[src/usg_pkg.sv]
package usg_pkg;

    // register indexes of the configuration port
    localparam logic REG_BAND_COUNT  = 1'b0;
    localparam logic REG_WEDGE_COUNT = 1'b1;

    // Q62 magnitude with a separate sign
    typedef struct packed {
        logic        neg;
        logic [62:0] mag;
    } trig_t;

    // sine and cosine of one angle
    typedef struct packed {
        trig_t sn;
        trig_t cs;
    } angle_t;

    // angles 0,1: top and bottom band, angles 2,3: left and right wedge
    typedef angle_t [3:0] bundle_t;

endpackage

[src/usg_mul.sv]
module usg_mul
(
    input  logic         clk,
    input  logic         rst_n,
    input  logic         start,
    input  logic [63:0]  a,
    input  logic [63:0]  b,
    output logic         done,
    output logic [127:0] prod
);

    logic [63:0]  a_reg;
    logic [63:0]  b_reg;
    logic [127:0] acc_reg;
    logic [1:0]   cnt_reg;
    logic         busy_reg;
    logic         done_reg;
    logic [31:0]  a_half;
    logic [31:0]  b_half;
    logic [63:0]  pp;
    logic [127:0] pp_shift;

    // one 32x32 partial product per cycle
    assign a_half = cnt_reg[1] ? a_reg[63:32] : a_reg[31:0];
    assign b_half = cnt_reg[0] ? b_reg[63:32] : b_reg[31:0];
    assign pp     = a_half * b_half;

    always_comb
    begin
        case (cnt_reg) inside
            2'd0:       pp_shift = {64'd0, pp};
            2'd1, 2'd2: pp_shift = {32'd0, pp, 32'd0};
            default:    pp_shift = {pp, 64'd0};
        endcase
    end

    always_ff @(posedge clk or negedge rst_n)
    begin
        if (!rst_n)
        begin
            a_reg    <= '0;
            b_reg    <= '0;
            acc_reg  <= '0;
            cnt_reg  <= '0;
            busy_reg <= 1'b0;
            done_reg <= 1'b0;
        end
        else if (start)
        begin
            a_reg    <= a;
            b_reg    <= b;
            acc_reg  <= '0;
            cnt_reg  <= '0;
            busy_reg <= 1'b1;
            done_reg <= 1'b0;
        end
        else if (busy_reg)
        begin
            acc_reg  <= acc_reg + pp_shift;
            cnt_reg  <= cnt_reg + 2'd1;
            busy_reg <= (cnt_reg != 2'd3);
            done_reg <= (cnt_reg == 2'd3);
        end
        else
        begin
            done_reg <= 1'b0;
        end
    end

    assign done = done_reg;
    assign prod = acc_reg;

endmodule

[src/usg_back.sv]
module usg_back #(
    parameter int FRAC_BITS = 14
)
(
    input  logic                                     clk,
    input  logic                                     rst_n,
    input  logic                                     pop_valid,
    output logic                                     pop_ready,
    input  usg_pkg::bundle_t                         pop_data,
    output logic                                     m_tvalid,
    input  logic                                     m_tready,
    output logic [((6 * FRAC_BITS + 9 + 7) / 8) * 8 - 1:0] m_tdata,
    output logic                                     m_tlast
);

    localparam int OUT_BITS  = 6 * FRAC_BITS + 9;
    localparam int OUT_W     = ((OUT_BITS + 7) / 8) * 8;
    localparam int POS_DROP  = 63 - FRAC_BITS;
    localparam int NORM_DROP = 62 - FRAC_BITS;
    localparam logic [64:0] POS_HALF  = 65'd1 << (POS_DROP - 1);
    localparam logic [64:0] NORM_HALF = 65'd1 << (NORM_DROP - 1);

    typedef enum logic [1:0] {B_IDLE, B_NX, B_NZ, B_OUT} bstate_t;

    // round to nearest on the magnitude, ties away from zero, then sign
    function automatic logic [FRAC_BITS:0] round_pos(input logic [63:0] mag, input logic neg);
        logic [64:0]        sum;
        logic [FRAC_BITS:0] r;
        sum = {1'b0, mag} + POS_HALF;
        r   = sum[POS_DROP +: FRAC_BITS + 1];
        round_pos = neg ? -r : r;
    endfunction

    function automatic logic [FRAC_BITS+1:0] round_norm(input logic [63:0] mag,
                                                         input logic neg);
        logic [64:0]          sum;
        logic [FRAC_BITS+1:0] r;
        sum = {1'b0, mag} + NORM_HALF;
        r   = sum[NORM_DROP +: FRAC_BITS + 2];
        round_norm = neg ? -r : r;
    endfunction

    // corner order TL, BL, BR, TL, BR, TR
    function automatic logic corner_band(input logic [2:0] v);
        case (v) inside
            3'd1, 3'd2, 3'd4: corner_band = 1'b1;
            default:          corner_band = 1'b0;
        endcase
    endfunction

    function automatic logic corner_wedge(input logic [2:0] v);
        case (v) inside
            3'd2, 3'd4, 3'd5: corner_wedge = 1'b1;
            default:          corner_wedge = 1'b0;
        endcase
    endfunction

    bstate_t          state_reg;
    logic             wait_reg;
    logic [2:0]       vtx_reg;
    usg_pkg::bundle_t bund_reg;
    logic [63:0]      nx_reg;
    logic [63:0]      nz_reg;
    logic             m_tvalid_reg;
    logic [OUT_W-1:0] m_tdata_reg;
    logic             m_tlast_reg;

    usg_pkg::trig_t   sp;
    usg_pkg::trig_t   cp;
    usg_pkg::trig_t   st;
    usg_pkg::trig_t   ct;
    logic             nx_neg;
    logic             nz_neg;
    logic             mul_start;
    logic [63:0]      mul_b;
    logic             mul_done;
    logic [127:0]     mul_prod;
    logic             out_free;
    logic [OUT_W-1:0] tdata_next;

    assign sp     = bund_reg[{1'b0, corner_band(vtx_reg)}].sn;
    assign cp     = bund_reg[{1'b0, corner_band(vtx_reg)}].cs;
    assign st     = bund_reg[{1'b1, corner_wedge(vtx_reg)}].sn;
    assign ct     = bund_reg[{1'b1, corner_wedge(vtx_reg)}].cs;
    assign nx_neg = sp.neg ^ ct.neg;
    assign nz_neg = !(sp.neg ^ st.neg);

    assign mul_start = ((state_reg == B_NX) || (state_reg == B_NZ)) && !wait_reg;
    assign mul_b     = (state_reg == B_NZ) ? 64'(st.mag) : 64'(ct.mag);
    assign out_free  = !m_tvalid_reg || m_tready;
    assign pop_ready = (state_reg == B_IDLE);

    assign tdata_next = OUT_W'({round_norm(nz_reg, nz_neg),
                                round_norm(64'(cp.mag), cp.neg),
                                round_norm(nx_reg, nx_neg),
                                round_pos(nz_reg, nz_neg),
                                round_pos(64'(cp.mag), cp.neg),
                                round_pos(nx_reg, nx_neg)});

    usg_mul u_mul (
        .clk   (clk),
        .rst_n (rst_n),
        .start (mul_start),
        .a     (64'(sp.mag)),
        .b     (mul_b),
        .done  (mul_done),
        .prod  (mul_prod)
    );

    always_ff @(posedge clk or negedge rst_n)
    begin
        if (!rst_n)
        begin
            state_reg    <= B_IDLE;
            wait_reg     <= 1'b0;
            vtx_reg      <= '0;
            bund_reg     <= '0;
            nx_reg       <= '0;
            nz_reg       <= '0;
            m_tvalid_reg <= 1'b0;
            m_tdata_reg  <= '0;
            m_tlast_reg  <= 1'b0;
        end
        else
        begin
            // a word taken with no new one loaded empties the output register
            if (m_tready && !((state_reg == B_OUT) && out_free))
                m_tvalid_reg <= 1'b0;
            if (mul_start)
                wait_reg <= 1'b1;

            unique case (state_reg)
                B_IDLE:
                begin
                    if (pop_valid)
                    begin
                        bund_reg  <= pop_data;
                        vtx_reg   <= '0;
                        state_reg <= B_NX;
                    end
                end
                B_NX:
                begin
                    if (wait_reg && mul_done)
                    begin
                        wait_reg  <= 1'b0;
                        nx_reg    <= mul_prod[125:62];
                        state_reg <= B_NZ;
                    end
                end
                B_NZ:
                begin
                    if (wait_reg && mul_done)
                    begin
                        wait_reg  <= 1'b0;
                        nz_reg    <= mul_prod[125:62];
                        state_reg <= B_OUT;
                    end
                end
                B_OUT:
                begin
                    if (out_free)
                    begin
                        m_tvalid_reg <= 1'b1;
                        m_tdata_reg  <= tdata_next;
                        m_tlast_reg  <= (vtx_reg == 3'd5);
                        if (vtx_reg == 3'd5)
                        begin
                            state_reg <= B_IDLE;
                        end
                        else
                        begin
                            vtx_reg   <= vtx_reg + 3'd1;
                            state_reg <= B_NX;
                        end
                    end
                end
                default:
                begin
                    state_reg <= B_IDLE;
                end
            endcase
        end
    end

    assign m_tvalid = m_tvalid_reg;
    assign m_tdata  = m_tdata_reg;
    assign m_tlast  = m_tlast_reg;

endmodule

[config.mk]
export PLATFORM = sky130hd
export DESIGN_NAME = usg_back
export DESIGN_NICKNAME = d
export VERILOG_FILES = /design/src/usg_pkg.sv /design/src/usg_mul.sv /design/src/usg_back.sv
export SDC_FILE = /design/constraint.sdc
export NUM_CORES = 2
export LEC_CHECK = 0
export BUFFER_PORTS_ARGS = -buffer_cell sky130_fd_sc_hd__buf_4
export CAP_MARGIN = 30
export CORE_MARGIN = 2
export CORE_UTILIZATION = 45
export DETAILED_ROUTE_END_ITERATION = 7
export GPL_TIMING_DRIVEN = 0
export PLACE_DENSITY = 0.67
export SYNTH_ARGS = -nofsm -noshare
export SYNTH_HDL_FRONTEND = slang
export SYNTH_HIERARCHICAL = 1
export SYNTH_SLANG_ARGS = --single-unit
[constraint.sdc]
create_clock -name clk -period 34.6 [get_ports clk]
set_input_delay 6.92 -clock clk [delete_from_list [all_inputs] [get_ports clk]]
set_output_delay 6.92 -clock clk [all_outputs]
set_load 0.01 [all_outputs]
==> results.json <==
{
  "status": "complete, no violations",
  "power_frac_clock_pct": 10.2,
  "grtUsageTotal_pct": 33.3,
  "grt_overflow": 0,
  "vias": 64900,
  "dp_hpwl_um": 252000,
  "seq_power_share_pct": 16.8,
  "power.density_nw_per_um2": 110,
  "worst-setup-path-type": "register to register",
  "clock-sinks": 811,
  "dr.pass1.iters": 6,
  "drive_gt1_share_pct": 17.4,
  "place_area_um2": 86700,
  "drc": 0,
  "whs_ns": 0.490,
  "setup_ws_ns": 18.62,
  "crit_buf_inv": 5,
  "clkTransAtPathRegs_ns": 0.07,
  "slew_headroom_pct": 23.5,
  "drv_cap": 0,
  "place_inst": 11100,
  "die_h_um": 423,
  "worstPathArrival_ns": 16.60,
  "fin_util_pct": 51.6,
  "dieArea_um2": 179000,
  "clock-root-buffer": "clkbuf_16",
  "antenna_found_initial": 16,
  "crit_fanout": 10,
  "ios": 615,
  "crit_slowest_cell": "mux2i_1",
  "ctsHoldBuffers": 0,
  "start_kind": "register",
  "io_buffers": 517,
  "area_growth_pct": 13.8,
  "yosysWarnings": 6,
  "synth_area_um2": 79000,
  "max_stage_delay_ns": 0.97,
  "routed_wl_um": 301000,
  "p_total_mw": 9.92,
  "final_area_um2": 89900,
  "viasPerCell": 5.77,
  "grt_max_degree": 122,
  "cp_common_cell": "fa_1",
  "postRouteAntennaNets": 0,
  "power_leakage_nw": 42.3,
  "drt_iter0_drc": 6118,
  "hold_path_class": "register to register",
  "routedWlPerCell_um": 26.7,
  "avgSynthCellArea_um2": 9.68,
  "ir_worst_vdd_uv": 74.9,
  "nets": 10700,
  "rows": 153,
  "rsz0062_at_grt": "false",
  "cts_tree": "yes",
  "clock.fmax_mhz": 62.6,
  "power_switching_mw": 5.51,
  "cts_buffers": 89,
  "htreeDepth": 3,
  "tns_ns": 0,
  "intPower_mw": 4.41,
  "core-area_um2": 174000,
  "swShare_pct": 55.5,
  "fin_skew_ns": 0.0443,
  "clk_path_buf_depth": 3,
  "die_w_um": 423,
  "crit_required_ns": 35.22,
  "worst_pin_slew_ns": 1.13,
  "grt_pass1_vias": 66400,
  "end_kind": "register",
  "clk-insertion-delay-late_ns": 0.74,
  "critPathTopFamily": "adder cells",
  "min_period_over_period_pct": 46.2,
  "place_ws_ns": 18.86,
  "post-cts-setup-buffers": 0,
  "layout.cells.non_filler": 11300,
  "finalHoldViolCount": 0,
  "grt_pass1_wl_um": 439000,
  "fillers": 16100,
  "cts_resized": 0,
  "start_util_pct": 45.3,
  "p_comb_share_pct": 73.0,
  "drv_slew": 0,
  "syn_inst": 8159,
  "final-setup-viol-count": 0,
  "place.gp.congestion": 1.07,
  "largest_reg_flops": 418,
  "period_needed_ns": 15.98
}
cell type report:
class | instances | area (µm²) | area share (%)
clock inverter | 35 | 484 | 0.539
inverter | 917 | 3440 | 3.83
sequential | 811 | 20300 | 22.6
clock buffer | 130 | 2620 | 2.92
buffer | 447 | 1730 | 1.92
multi-input combinational | 5988 | 53600 | 59.6
tap | 2325 | 2910 | 3.24
antenna | 11 | 27.5 | 0.0306
timing repair buffer | 586 | 4800 | 5.33
final timing paths:
| path | from | cells after the start | slack (ns) | end |
|---|---|---|---|---|
| max | u_mul/cnt_reg[1]$_DFFE_PN0P_ | 38 | 18.62 | u_mul/prod[119]$_DFFE_PN0P_ |
| min | u_mul/prod[68]$_DFFE_PN0P_ | 2 | 0.49 | u_mul/prod[68]$_DFFE_PN0P_ |
| max reg2reg | u_mul/cnt_reg[1]$_DFFE_PN0P_ | 38 | 18.62 | u_mul/prod[119]$_DFFE_PN0P_ |
| min reg2reg | u_mul/prod[68]$_DFFE_PN0P_ | 2 | 0.49 | u_mul/prod[68]$_DFFE_PN0P_ |
| max in group asynchronous | rst_n | 6 | 25.72 | bund_reg[424]$_DFFE_PN0P_ |
| min in group asynchronous | rst_n | 1 | 6.12 | m_tdata[82]$_DFFE_PN0P_ |
metal layers:
| metal | part of all wire (%) | global-route usage, % |
|---|---|---|
| met1 | 39 | 42.9 |
| met2 | 45 | 51.5 |
| met3 | 9.6 | 8.15 |
| met4 | 6.6 | 18.3 |
| met5 | 0.022 | 0 |
layout by cell type (no fill, tap or decap), types with 102 or more instances in the layout:
cell type / n
nor2_1: 875
dfrtp_1: 811
a21o_1: 103
buf_4: 543
mux2i_1: 143
ha_1: 417
inv_1: 917
a21oi_1: 294
clkbuf_1: 408
xnor2_1: 209
nand4_1: 102
mux2_2: 655
o21ai_0: 313
xor2_1: 142
fa_1: 897
nand2_1: 1012
power by group through the flow:
stage	logic, mW	registers (mW)	clock network (mW)
6_report	7.24	1.67	1.02
4_1_cts	7.04	1.66	1.03
2_1_floorplan	4.37	1.55	0
3_5_place_dp	6.99	1.68	0
3_3_place_gp	6.83	1.65	0
5_1_grt	7.69	1.71	1.07
worst reg2reg max path: cells and delay by family, from the launching register on:
family	cells	cell delay [ns]
fa+ha+maj	10	4.91
flops	1	0.46
simple gates	8	2.80
xor+xnor	1	0.19
mux	1	0.97
buf+inv	5	2.36
compound gates	13	4.17
(Power assumes the default switching activity.)
