`src/usg_pkg.sv`:
```
package usg_pkg;

    // register indexes of the configuration port
    localparam logic REG_BAND_COUNT  = 1'b0;
    localparam logic REG_WEDGE_COUNT = 1'b1;

    // Q62 magnitude with a separate sign
    typedef struct packed {
        logic        neg;
        logic [62:0] mag;
    } trig_t;

    // sine and cosine of one angle
    typedef struct packed {
        trig_t sn;
        trig_t cs;
    } angle_t;

    // angles 0,1: top and bottom band, angles 2,3: left and right wedge
    typedef angle_t [3:0] bundle_t;

endpackage

```
`src/usg_queue.sv`:
```
module usg_queue
(
    input  logic             clk,
    input  logic             rst_n,
    input  logic             in_valid,
    output logic             in_ready,
    input  usg_pkg::bundle_t in_data,
    output logic             out_valid,
    input  logic             out_ready,
    output usg_pkg::bundle_t out_data
);

    usg_pkg::bundle_t mem [2];
    logic             wr_ptr_reg;
    logic             rd_ptr_reg;
    logic [1:0]       count_reg;
    logic             do_push;
    logic             do_pop;

    assign in_ready  = (count_reg != 2'd2);
    assign out_valid = (count_reg != 2'd0);
    assign do_push   = in_valid && in_ready;
    assign do_pop    = out_valid && out_ready;
    assign out_data  = mem[rd_ptr_reg];

    always_ff @(posedge clk)
    begin
        if (do_push)
            mem[wr_ptr_reg] <= in_data;
    end

    always_ff @(posedge clk or negedge rst_n)
    begin
        if (!rst_n)
        begin
            wr_ptr_reg <= 1'b0;
            rd_ptr_reg <= 1'b0;
            count_reg  <= '0;
        end
        else
        begin
            if (do_push)
                wr_ptr_reg <= !wr_ptr_reg;
            if (do_pop)
                rd_ptr_reg <= !rd_ptr_reg;
            if (do_push && !do_pop)
                count_reg <= count_reg + 2'd1;
            else if (do_pop && !do_push)
                count_reg <= count_reg - 2'd1;
        end
    end

endmodule

```
`config.mk`:
```
export PLATFORM = sky130hd
export DESIGN_NAME = usg_queue
export DESIGN_NICKNAME = d
export VERILOG_FILES = /design/src/usg_pkg.sv /design/src/usg_queue.sv
export SDC_FILE = /design/constraint.sdc
export NUM_CORES = 1
export LEC_CHECK = 0
export ABC_AREA = 1
export BUFFER_PORTS_ARGS = -buffer_cell sky130_fd_sc_hd__buf_2
export CORE_AREA = 5 5 398 400
export DETAILED_ROUTE_END_ITERATION = 10
export DIE_AREA = 0 0 403 405
export GPL_TIMING_DRIVEN = 0
export PLACE_DENSITY_LB_ADDON = 0.12
export SLEW_MARGIN = 20
export SYNTH_ARGS = -nofsm -noshare
export SYNTH_HDL_FRONTEND = slang
export SYNTH_SLANG_ARGS = --single-unit
```
`constraint.sdc`:
```
create_clock -name clk -period 28 [get_ports clk]
set_input_delay 5.6 -clock clk [delete_from_list [all_inputs] [get_ports clk]]
set_output_delay 5.6 -clock clk [all_outputs]
set_load 0.005 [all_outputs]
```
==> impl_metrics.csv, run 1 <==
group,metric,value,unit
run_status,status,"finished, final reports clean",
setup_path,crit_fanout,10,
pwr,swShare,0.347,
die,core_area,155000,um2
finish,fillers,15600,
pwr,p_comb_frac,0.346,
clock_tree,cts_buffers,117,
yosys,ys_seq_area_frac,0.820,
clock_tree,clk_latency,0.72,ns
yosys,ys.flop_type,"edfxtp_1",
routing,wl_per_cell,21.3,um
place,gp_congestion,0.749,
global_route,grt.overflow.total,0,
clock_tree,clk_pin_slew,0.07,ns
routing,dr.pass1.iters,5,
yosys,synth-async-reset-ratio,0.00389,
yosys,synth-xor-area-share,0.000466,
setup_path,worstReg2RegStart,"count_reg[0]",
finish,drive_gt1_frac,0.336,
yosys,synthMuxAreaShare,0,
timing,fin_crit_sh,0.292,
setup_path,crit_arrival,2.59,ns
place,dpl_worst_slack,19.41,ns
timing,tightestPinTransition,0.658,ns
yosys,syn-cell-area,37600,um2
die,io_pins,1030,
yosys,synthAdderAreaFrac,0.000333,
timing,max_slew_margin,0.562,
finish,largest_reg_flops,1024,
timing,hold_ws,0.507,ns
yosys,synth_most_common_cell,"nand2_1",
die,die_x,403,um
timing,setup_viol,0,
clock_tree,cts_setup_buffers,0,
clock_tree,post_cts_resized,0,
yosys,synth_top_area_cell,"edfxtp_1",
die,rows,145,
setup_path,worst_r2r_path_depth,13,
clock_tree,tritoncts,"built",
finish,area_delta_synth_final,33.9,%
hold_path,hold_depth,2,
setup_path,r2r_slack,24.62,ns
timing,hold_viol_final,0,
place,io_buffer_count,1029,
routing,routed_wirelength,130000,um
timing,skew,0.0382,ns
pwr,seqPwrFrac,0.395,
finish,final_nets,4425,
pwr,power_leakage,21.2,nW
routing,route.detailed.drc,0,
yosys,netlist.area_leader.share,0.817,
yosys,yosys.area_share.simple,0.155,
pwr,power.density,108,nW/um2
timing,fin_crit,8.19,ns
die,die-area,163000,um2
setup_path,crit-reg2reg-capture,"mem[0][100]",
place,place_hpwl,98900,um
hold_path,hp-start,"count_reg[1]",
yosys,avgSynthCellArea,13.9,um2
yosys,synth_nets,3219,
pwr,p_switching,0.00189,W
timing,setup_slack,19.81,ns
global_route,grt_pass1_wl,179000,um
finish,seqCellArea,30800,um2
yosys,yosysWarnings,0,
pwr,p_int,0.00357,W
setup_path,crit_required,22.40,ns
hold_path,hp-class,"reg -> reg",
yosys,synth_top_family_by_area,"simple AND/OR/NAND/NOR gates",
pwr,power,0.00546,W
die,die_y,405,um
job,maxCapViolations,0,
setup_path,end_kind,"output pin",
finish,final_core_util,0.325,
global_route,grt_pass1_vias,23800,
routing,viasPerCell,3.99,
clock_tree,hold_buffers,0,
global_route,antenna_found_initial,104,
yosys,synth_edf_count,1024,
yosys,netlist_instances,2702,
finish,multi_input_area,5870,um2
place,placed_area,46800,um2
setup_path,cp-startpoint,"rd_ptr_reg",
die,start_util,0.243,
clock_tree,htreeDepth,3,
pwr,p_clk_frac,0.259,
yosys,netlist_top_cells_count,"nand2_1 (1546), edfxtp_1 (1024), buf_2 (52)",
clock_tree,clock_sinks,1028,
routing,antenna_left,0,
clock_tree,clock_path_buffers,3,
yosys,ys_types,16,
global_route,grt_use_total,0.152,
hold_path,hold_path_end,"count_reg[1]",
timing,fmax,122,MHz
routing,drt-initial-drc-count,1180,
yosys,ys_ff_latch,1028,
global_route,grt_max_degree,24,
clock_tree,cts_root_buffer,"clkbuf_16",
setup_path,critPathLaunchType,"flip-flop",
pwr,ir_worst_vdd,0.0581,mV
timing,rsz0062_at_grt,"no",
timing,drv_slew,0,
routing,num_vias,24300,
yosys,synth_compound_area_frac,0,
finish,final_area,50400,um2
yosys,synth_area_leaders,"edfxtp_1 (82%), nand2_1 (15%), buf_6 (1.3%)",
setup_path,crit_type,"reg -> out",
[cell type report]
type | instances | area share
sequential | 1028 | 0.613
timing repair buffer | 1087 | 0.130
multi-input combinational | 1554 | 0.117
clock buffer | 158 | 0.0616
tap | 2058 | 0.0511
buffer | 113 | 0.0175
clock inverter | 53 | 0.00812
antenna | 36 | 0.00179
inverter | 7 | 0.000621
[kinds of logic (layout without fill, tap and decap cells)]
kind of cell             count (synthesis)  count (layout)
buffers and inverters                  120            1418
adder cells (fa/ha/maj)                  1               1
AND/OR/NAND/NOR                       1551            1551
flip-flops                            1028            1028
other                                    0              36
XOR/XNOR                                 2               2
[how the worst max path moves through the flow]
stage	endpoint	slack [ns]	cells after the start
floorplan	mem[0][0]	-0.28	2
global placement	mem[0][74]	-18.04	3
detailed placement	mem[0][129]	19.41	12
CTS	out_data[20]	19.54	6
global route	out_data[20]	19.47	6
finish	out_data[17]	19.81	6
[metal layers]
layer,up-vias,routed length (um),global-route usage
met5,-,440,0
met4,68,2780,0.0314
met3,283,13400,0.0735
met2,845,64400,0.266
met1,11400,48800,0.169
li1,11700,-,-
[stage by stage]
step / setup TNS, ns / std cells
after global placement: - / 5789
after detailed placement: 0 / 5847
after global routing: 0 / 6064
after CTS: 0 / 6058
after floorplan: -287.21 / 2702
final: 0 / 6094
[critical path, cell delays in order (launching register included)]
cell and delay, ns:
dfrtp_1 0.35, buf_4 0.22, inv_6 0.19, buf_2 0.41
nand2_1 0.10, nand2_1 0.34, buf_2 0.20
[placed cells by master, fill, tap and decap left out, types with 3 or more instances in the layout]
cell type   instances
bufinv_16           3
clkinv_1           28
nand2_1          1546
edfxtp_1         1024
clkinvlp_4          4
clkbuf_16         118
clkinv_2           13
diode_2            36
buf_6              43
inv_1               6
buf_4              14
clkinv_16           3
buf_16             32
clkbuf_1           43
buf_12             27
dfrtp_1             4
buf_2            1081
[power groups by stage]
stage | registers, W | logic, W | clock network [W]
3_3_place_gp | 0.00283 | 0.00182 | 0
4_1_cts | 0.00216 | 0.00198 | 0.00147
6_report | 0.00216 | 0.00189 | 0.00142
3_5_place_dp | 0.00219 | 0.00198 | 0
5_1_grt | 0.00218 | 0.00210 | 0.00153
2_1_floorplan | 0.00254 | 0.000806 | 0
Note: power is estimated with default switching activity, not from simulation.
==> run 2: changes to the inputs <==
==> constraint.sdc (replaced) <==
create_clock -name clk -period 7.3 [get_ports clk]
set_input_delay 1.46 -clock clk [delete_from_list [all_inputs] [get_ports clk]]
set_output_delay 1.46 -clock clk [all_outputs]
set_load 0.005 [all_outputs]
==> impl_metrics.csv, run 2 (synthesis results as in run 1) <==
group,metric,value,unit
setup_path,end_kind,"output pin",
clock_tree,cts_buffers,119,
finish,area_delta_synth_final,34.1,%
routing,drt-initial-drc-count,1199,
global_route,grt_pass1_wl,178000,um
pwr,power_leakage,21.2,nW
clock_tree,cts_setup_buffers,0,
die,die_x,403,um
timing,fin_crit_sh,0.559,
clock_tree,clk_latency,0.73,ns
routing,num_vias,24200,
clock_tree,hold_buffers,0,
die,rows,145,
timing,fmax,245,MHz
finish,final_nets,4424,
finish,layout_common_cells,"nand2_1 (1545), buf_2 (1081), edfxtp_1 (1024)",
routing,antenna_left,0,
setup_path,crit_required,5.84,ns
finish,drive_gt1_frac,0.339,
place,dpl_worst_slack,3.16,ns
finish,layout_commonest_cell,"nand2_1",
place,dpl.cell_count,5844,
routing,route.detailed.drc,0,
setup_path,crit_arrival,2.62,ns
timing,tightestPinTransition,0.899,ns
routing,viasPerCell,3.97,
die,start_util,0.243,
die,die-area,163000,um2
finish,fillers,15700,
clock_tree,tritoncts,"built",
die,io_pins,1030,
timing,fin_crit,4.08,ns
pwr,power,0.0212,W
pwr,power.density,420,nW/um2
place,place_hpwl,98400,um
die,die_y,405,um
finish,largest_reg_flops,1024,
place,io_buffer_count,1029,
clock_tree,clk_pin_slew,0.06,ns
timing,rsz0062_at_grt,"no",
die,core_area,155000,um2
routing,routed_wirelength,130000,um
run_status,status,"finished, final reports clean",
place,gp_congestion,0.775,
timing,setup_slack,3.22,ns
routing,dr.pass1.iters,5,
clock_tree,htreeDepth,3,
clock_tree,cts_root_buffer,"clkbuf_16",
clock_tree,clock_path_buffers,3,
pwr,ir_worst_vdd,0.203,mV
timing,max_slew_margin,0.401,
global_route,grt.overflow.total,0,
hold_path,hp-class,"reg -> reg",
global_route,grt_use_total,0.153,
setup_path,critPathLaunchType,"flip-flop",
setup_path,crit_fanout,10,
timing,skew,0.0308,ns
setup_path,crit_type,"reg -> out",
routing,wl_per_cell,21.4,um
timing,hold_viol_final,0,
timing,drv_slew,0,
clock_tree,post_cts_resized,0,
global_route,antenna_found_initial,103,
timing,setup_viol,0,
job,maxCapViolations,0,
finish,final_cells,6088,
global_route,grt_max_degree,24,
global_route,grt_pass1_vias,23700,
clock_tree,clock_sinks,1028,
==> run 2: final cells by class <==
class,instances,area (um2),share of cell area
antenna,25,62.6,0.00124
buffer,113,881,0.0175
clock buffer,150,3140,0.0622
clock inverter,69,612,0.0121
inverter,7,31.3,0.000620
multi-input combinational,1554,5890,0.117
sequential,1028,30800,0.611
tap,2058,2570,0.0510
timing repair buffer,1084,6420,0.127
==> run 2: path summary, 6_finish.rpt <==
path,from,endpoint,slack [ns],cells after the start
max in group asynchronous,rst_n,wr_ptr_reg,6.62,1
min in group asynchronous,rst_n,count_reg[0],0.55,1
worst max register to register,count_reg[0],mem[0][120],4.20,12
worst min register to register,count_reg[1],count_reg[1],0.50,2
worst max-delay path,rd_ptr_reg,out_data[184],3.22,6
worst min-delay path,count_reg[1],count_reg[1],0.50,2
==> run 2: worst max-delay path, cell delays in order (launching register included) <==
cell     delay [ns]
dfrtp_1        0.32
buf_4          0.27
buf_4          0.31
buf_2          0.47
nand2_1        0.09
nand2_1        0.23
buf_2          0.17
==> run 2: layer usage <==
metal  GRT usage  routed length, um  vias to the layer above
met1       0.167              48100                    11300
li1            -                  -                    11700
met5           0                536                        -
met2       0.261              64100                      853
met4      0.0519               3890                       82
met3      0.0722              13400                      299
==> run 2: power breakdown <==
part,switching [W],leakage [nW],internal [W]
Clock,0.00242,1.82,0.00328
Combinational,0.00468,9.84,0.00254
Sequential,0.000240,9.58,0.00803
Total,0.00734,21.2,0.0139
==> run 2: per-stage QoR <==
stage	hold WS, ns	util	area, um2	TNS, ns
6_report	0.497	0.326	50500	0
5_1_grt	0.500	0.325	50400	0
4_1_cts	0.464	0.325	50400	0
3_5_place_dp	0.487	0.301	46600	0
3_3_place_gp	0.486	0.293	45400	-8428.72
2_1_floorplan	0.462	-	37600	-2274.40
==> run 3: changes to the inputs <==
--- a/config.mk
+++ b/config.mk
@@ -5,11 +5,11 @@
 export SDC_FILE = /design/constraint.sdc
 export NUM_CORES = 1
 export LEC_CHECK = 0
-export ABC_AREA = 1
+export ABC_AREA = 0
 export BUFFER_PORTS_ARGS = -buffer_cell sky130_fd_sc_hd__buf_2
-export CORE_AREA = 5 5 398 400
+export CORE_AREA = 5 5 397 399
 export DETAILED_ROUTE_END_ITERATION = 10
-export DIE_AREA = 0 0 403 405
+export DIE_AREA = 0 0 402 404
 export GPL_TIMING_DRIVEN = 0
 export PLACE_DENSITY_LB_ADDON = 0.12
 export SLEW_MARGIN = 20
==> constraint.sdc (replaced) <==
create_clock -name clk -period 3.69 [get_ports clk]
set_input_delay 0.738 -clock clk [delete_from_list [all_inputs] [get_ports clk]]
set_output_delay 0.738 -clock clk [all_outputs]
set_load 0.005 [all_outputs]
==> impl_metrics.csv, run 3 <==
group,metric,value,unit
die,rows,144,
timing,skew,0.0358,ns
routing,num_vias,20000,
routing,viasPerCell,4.03,
yosys,synth_area_leaders,"edfxtp_1 (82%), mux2_2 (15%), buf_6 (1.6%)",
clock_tree,cts_root_buffer,"clkbuf_16",
yosys,ys.flop_type,"edfxtp_1",
clock_tree,htreeDepth,3,
global_route,grt_use_total,0.134,
timing,hold_viol_final,0,
yosys,synth_nets,2128,
setup_path,path_delay_family,"buffers and inverters",
routing,dr.pass1.iters,4,
place,placed_area,45900,um2
pwr,power_leakage,18.2,nW
finish,layout_commonest_cell,"buf_2",
pwr,seqPwrFrac,0.409,
finish,largest_reg_flops,1024,
pwr,p_switching,0.0116,W
setup_path,cp-startpoint,"count_reg[0]",
clock_tree,cts_buffers,115,
finish,final_nets,3312,
timing,finalSetupTns,0,ns
place,io_buffer_count,1029,
place,place_hpwl,88400,um
finish,layout_common_cells,"buf_2 (1033), edfxtp_1 (1024), mux2_2 (512)",
clock_tree,clk_latency,0.71,ns
die,start_util,0.243,
yosys,ys_types,14,
yosys,synth_top_area_cell,"edfxtp_1",
hold_path,hp-class,"in -> reg",
yosys,synth_edf_count,1024,
pwr,power.density,803,nW/um2
routing,wl_per_cell,23.1,um
timing,fin_crit,3.39,ns
pwr,p_int,0.0284,W
yosys,ys_seq_area_frac,0.826,
yosys,avgSynthCellArea,23.2,um2
timing,fin_crit_sh,0.919,
timing,tightestPinTransition,0.719,ns
routing,routed_wirelength,114000,um
setup_path,cpPeakStageDelay,0.58,ns
yosys,ys_ff_latch,1028,
die,io_pins,1030,
setup_path,crit_type,"reg -> reg",
finish,drive_gt1_frac,0.624,
global_route,grt_pass1_vias,21600,
die,core_area,154000,um2
yosys,yosysWarnings,0,
timing,drv_slew,0,
place,gp_congestion,0.776,
timing,setup_viol,0,
setup_path,end_kind,"flip-flop",
finish,final_area,49800,um2
yosys,synth_most_common_cell,"edfxtp_1",
setup_path,worstReg2RegStart,"count_reg[0]",
yosys,synth-async-reset-ratio,0.00389,
job,maxCapViolations,0,
die,die_x,402,um
yosys,netlist_instances,1611,
setup_path,crit_path_cell_trace,"nand2b_1, nand2_8, nor2_4, buf_12, buf_12, buf_12, buf_16, buf_16, buf_16, buf_16, buf_12",
hold_path,hold_depth,1,
setup_path,path_buf_inv,8,
yosys,netlist_top_cells_count,"edfxtp_1 (1024), mux2_2 (512), buf_6 (53)",
die,die-area,162000,um2
timing,rsz0062_at_grt,"no",
setup_path,cp_slowest_cell,"nor2_4",
yosys,syn-cell-area,37300,um2
run_status,status,"finished, final reports clean",
setup_path,worst_r2r_path_depth,11,
yosys,netlist.area_leader.share,0.824,
timing,fmax,295,MHz
setup_path,worst-path-stages,11,
finish,area_delta_synth_final,33.5,%
clock_tree,clk_pin_slew,0.06,ns
setup_path,crit_arrival,3.79,ns
clock_tree,post_cts_resized,0,
pwr,ir_worst_vdd,0.475,mV
clock_tree,cts_setup_buffers,0,
routing,antenna_left,0,
clock_tree,clock_sinks,1028,
finish,final_core_util,0.325,
global_route,grt_max_degree,49,
timing,hold_ws,0.210,ns
routing,drt-initial-drc-count,810,
pwr,p_comb_frac,0.305,
pwr,swShare,0.290,
die,die_y,404,um
setup_path,critPathLaunchType,"flip-flop",
hold_path,hp-start,"in_data[106]",
pwr,p_clk_frac,0.286,
clock_tree,tritoncts,"built",
routing,route.detailed.drc,0,
global_route,grt.overflow.total,0,
setup_path,crit_required,4.08,ns
clock_tree,clock_path_buffers,3,
global_route,antenna_found_initial,91,
global_route,grt_pass1_wl,155000,um
setup_path,crit_fanout,24,
timing,max_slew_margin,0.520,
[run 3: cell types whose count changed after synthesis, sizes merged, moves of 2 or more]
cell    delta
clkbuf     -3
nand2   -1544
inv        -6
buf       -53
xnor2      +2
mux2     +512
nand3      -2
[run 3: worst paths after layout]
| path | to | slack, ns |
|---|---|---|
| min reg2reg | count_reg[1] | 0.51 |
| max reg2reg | mem[0][81] | 0.30 |
| max | mem[0][81] | 0.30 |
| min in group asynchronous | wr_ptr_reg | 0.46 |
| max in group asynchronous | count_reg[1] | 3.11 |
| min | mem[0][106] | 0.21 |
[run 3: power by group through the flow]
stage                     clock [W]  combinational (W)  sequential (W)
after floorplan                   0            0.00601          0.0171
after global placement            0             0.0100          0.0160
after detailed placement          0             0.0126          0.0167
after CTS                    0.0119             0.0127          0.0164
after global routing         0.0124             0.0132          0.0166
final                        0.0114             0.0122          0.0164
[run 3: cell families after synthesis]
family / synth area share
buf+inv: 0.0166
mux: 0.154
flops: 0.826
xor+xnor: 0.00117
simple gates: 0.000906
fa+ha+maj: 0.000335
[run 3: timing repair]
action / in CTS / in global routing
setup endpoints to repair: 0 / 0
hold endpoints to repair: 4 / 0
hold buffers: 1 / 0
[run 3: metrics by stage]
step / worst slack [ns] / instances / total power [W]
finish: 0.297 / 4959 / 0.0400
floorplan: -5.07 / 1611 / 0.0231
CTS: 0.191 / 4930 / 0.0410
global route: 0.0602 / 4948 / 0.0421
detailed placement: 0.0685 / 4721 / 0.0293
global placement: -9.97 / 4684 / 0.0260
[run 3: final cells by class]
| class | instances | area [um2] |
|---|---|---|
| flip-flops and latches | 1028 | 30800 |
| clock inverters | 73 | 822 |
| diodes | 29 | 72.6 |
| repair buffers | 1067 | 6040 |
| multi-input cells | 525 | 5880 |
| inverters | 1 | 3.75 |
| well taps | 2044 | 2560 |
| clock buffers | 135 | 3000 |
| plain buffers | 57 | 617 |
| fillers | 15000 | 104000 |
[run 3: metal layers]
metal | global-route usage | routed length, um | vias to the layer above
li1 | - | - | 8912
met1 | 0.132 | 38700 | 9930
met2 | 0.243 | 60000 | 800
met3 | 0.0641 | 11400 | 278
met4 | 0.0489 | 3790 | 58
met5 | 0 | 377 | -
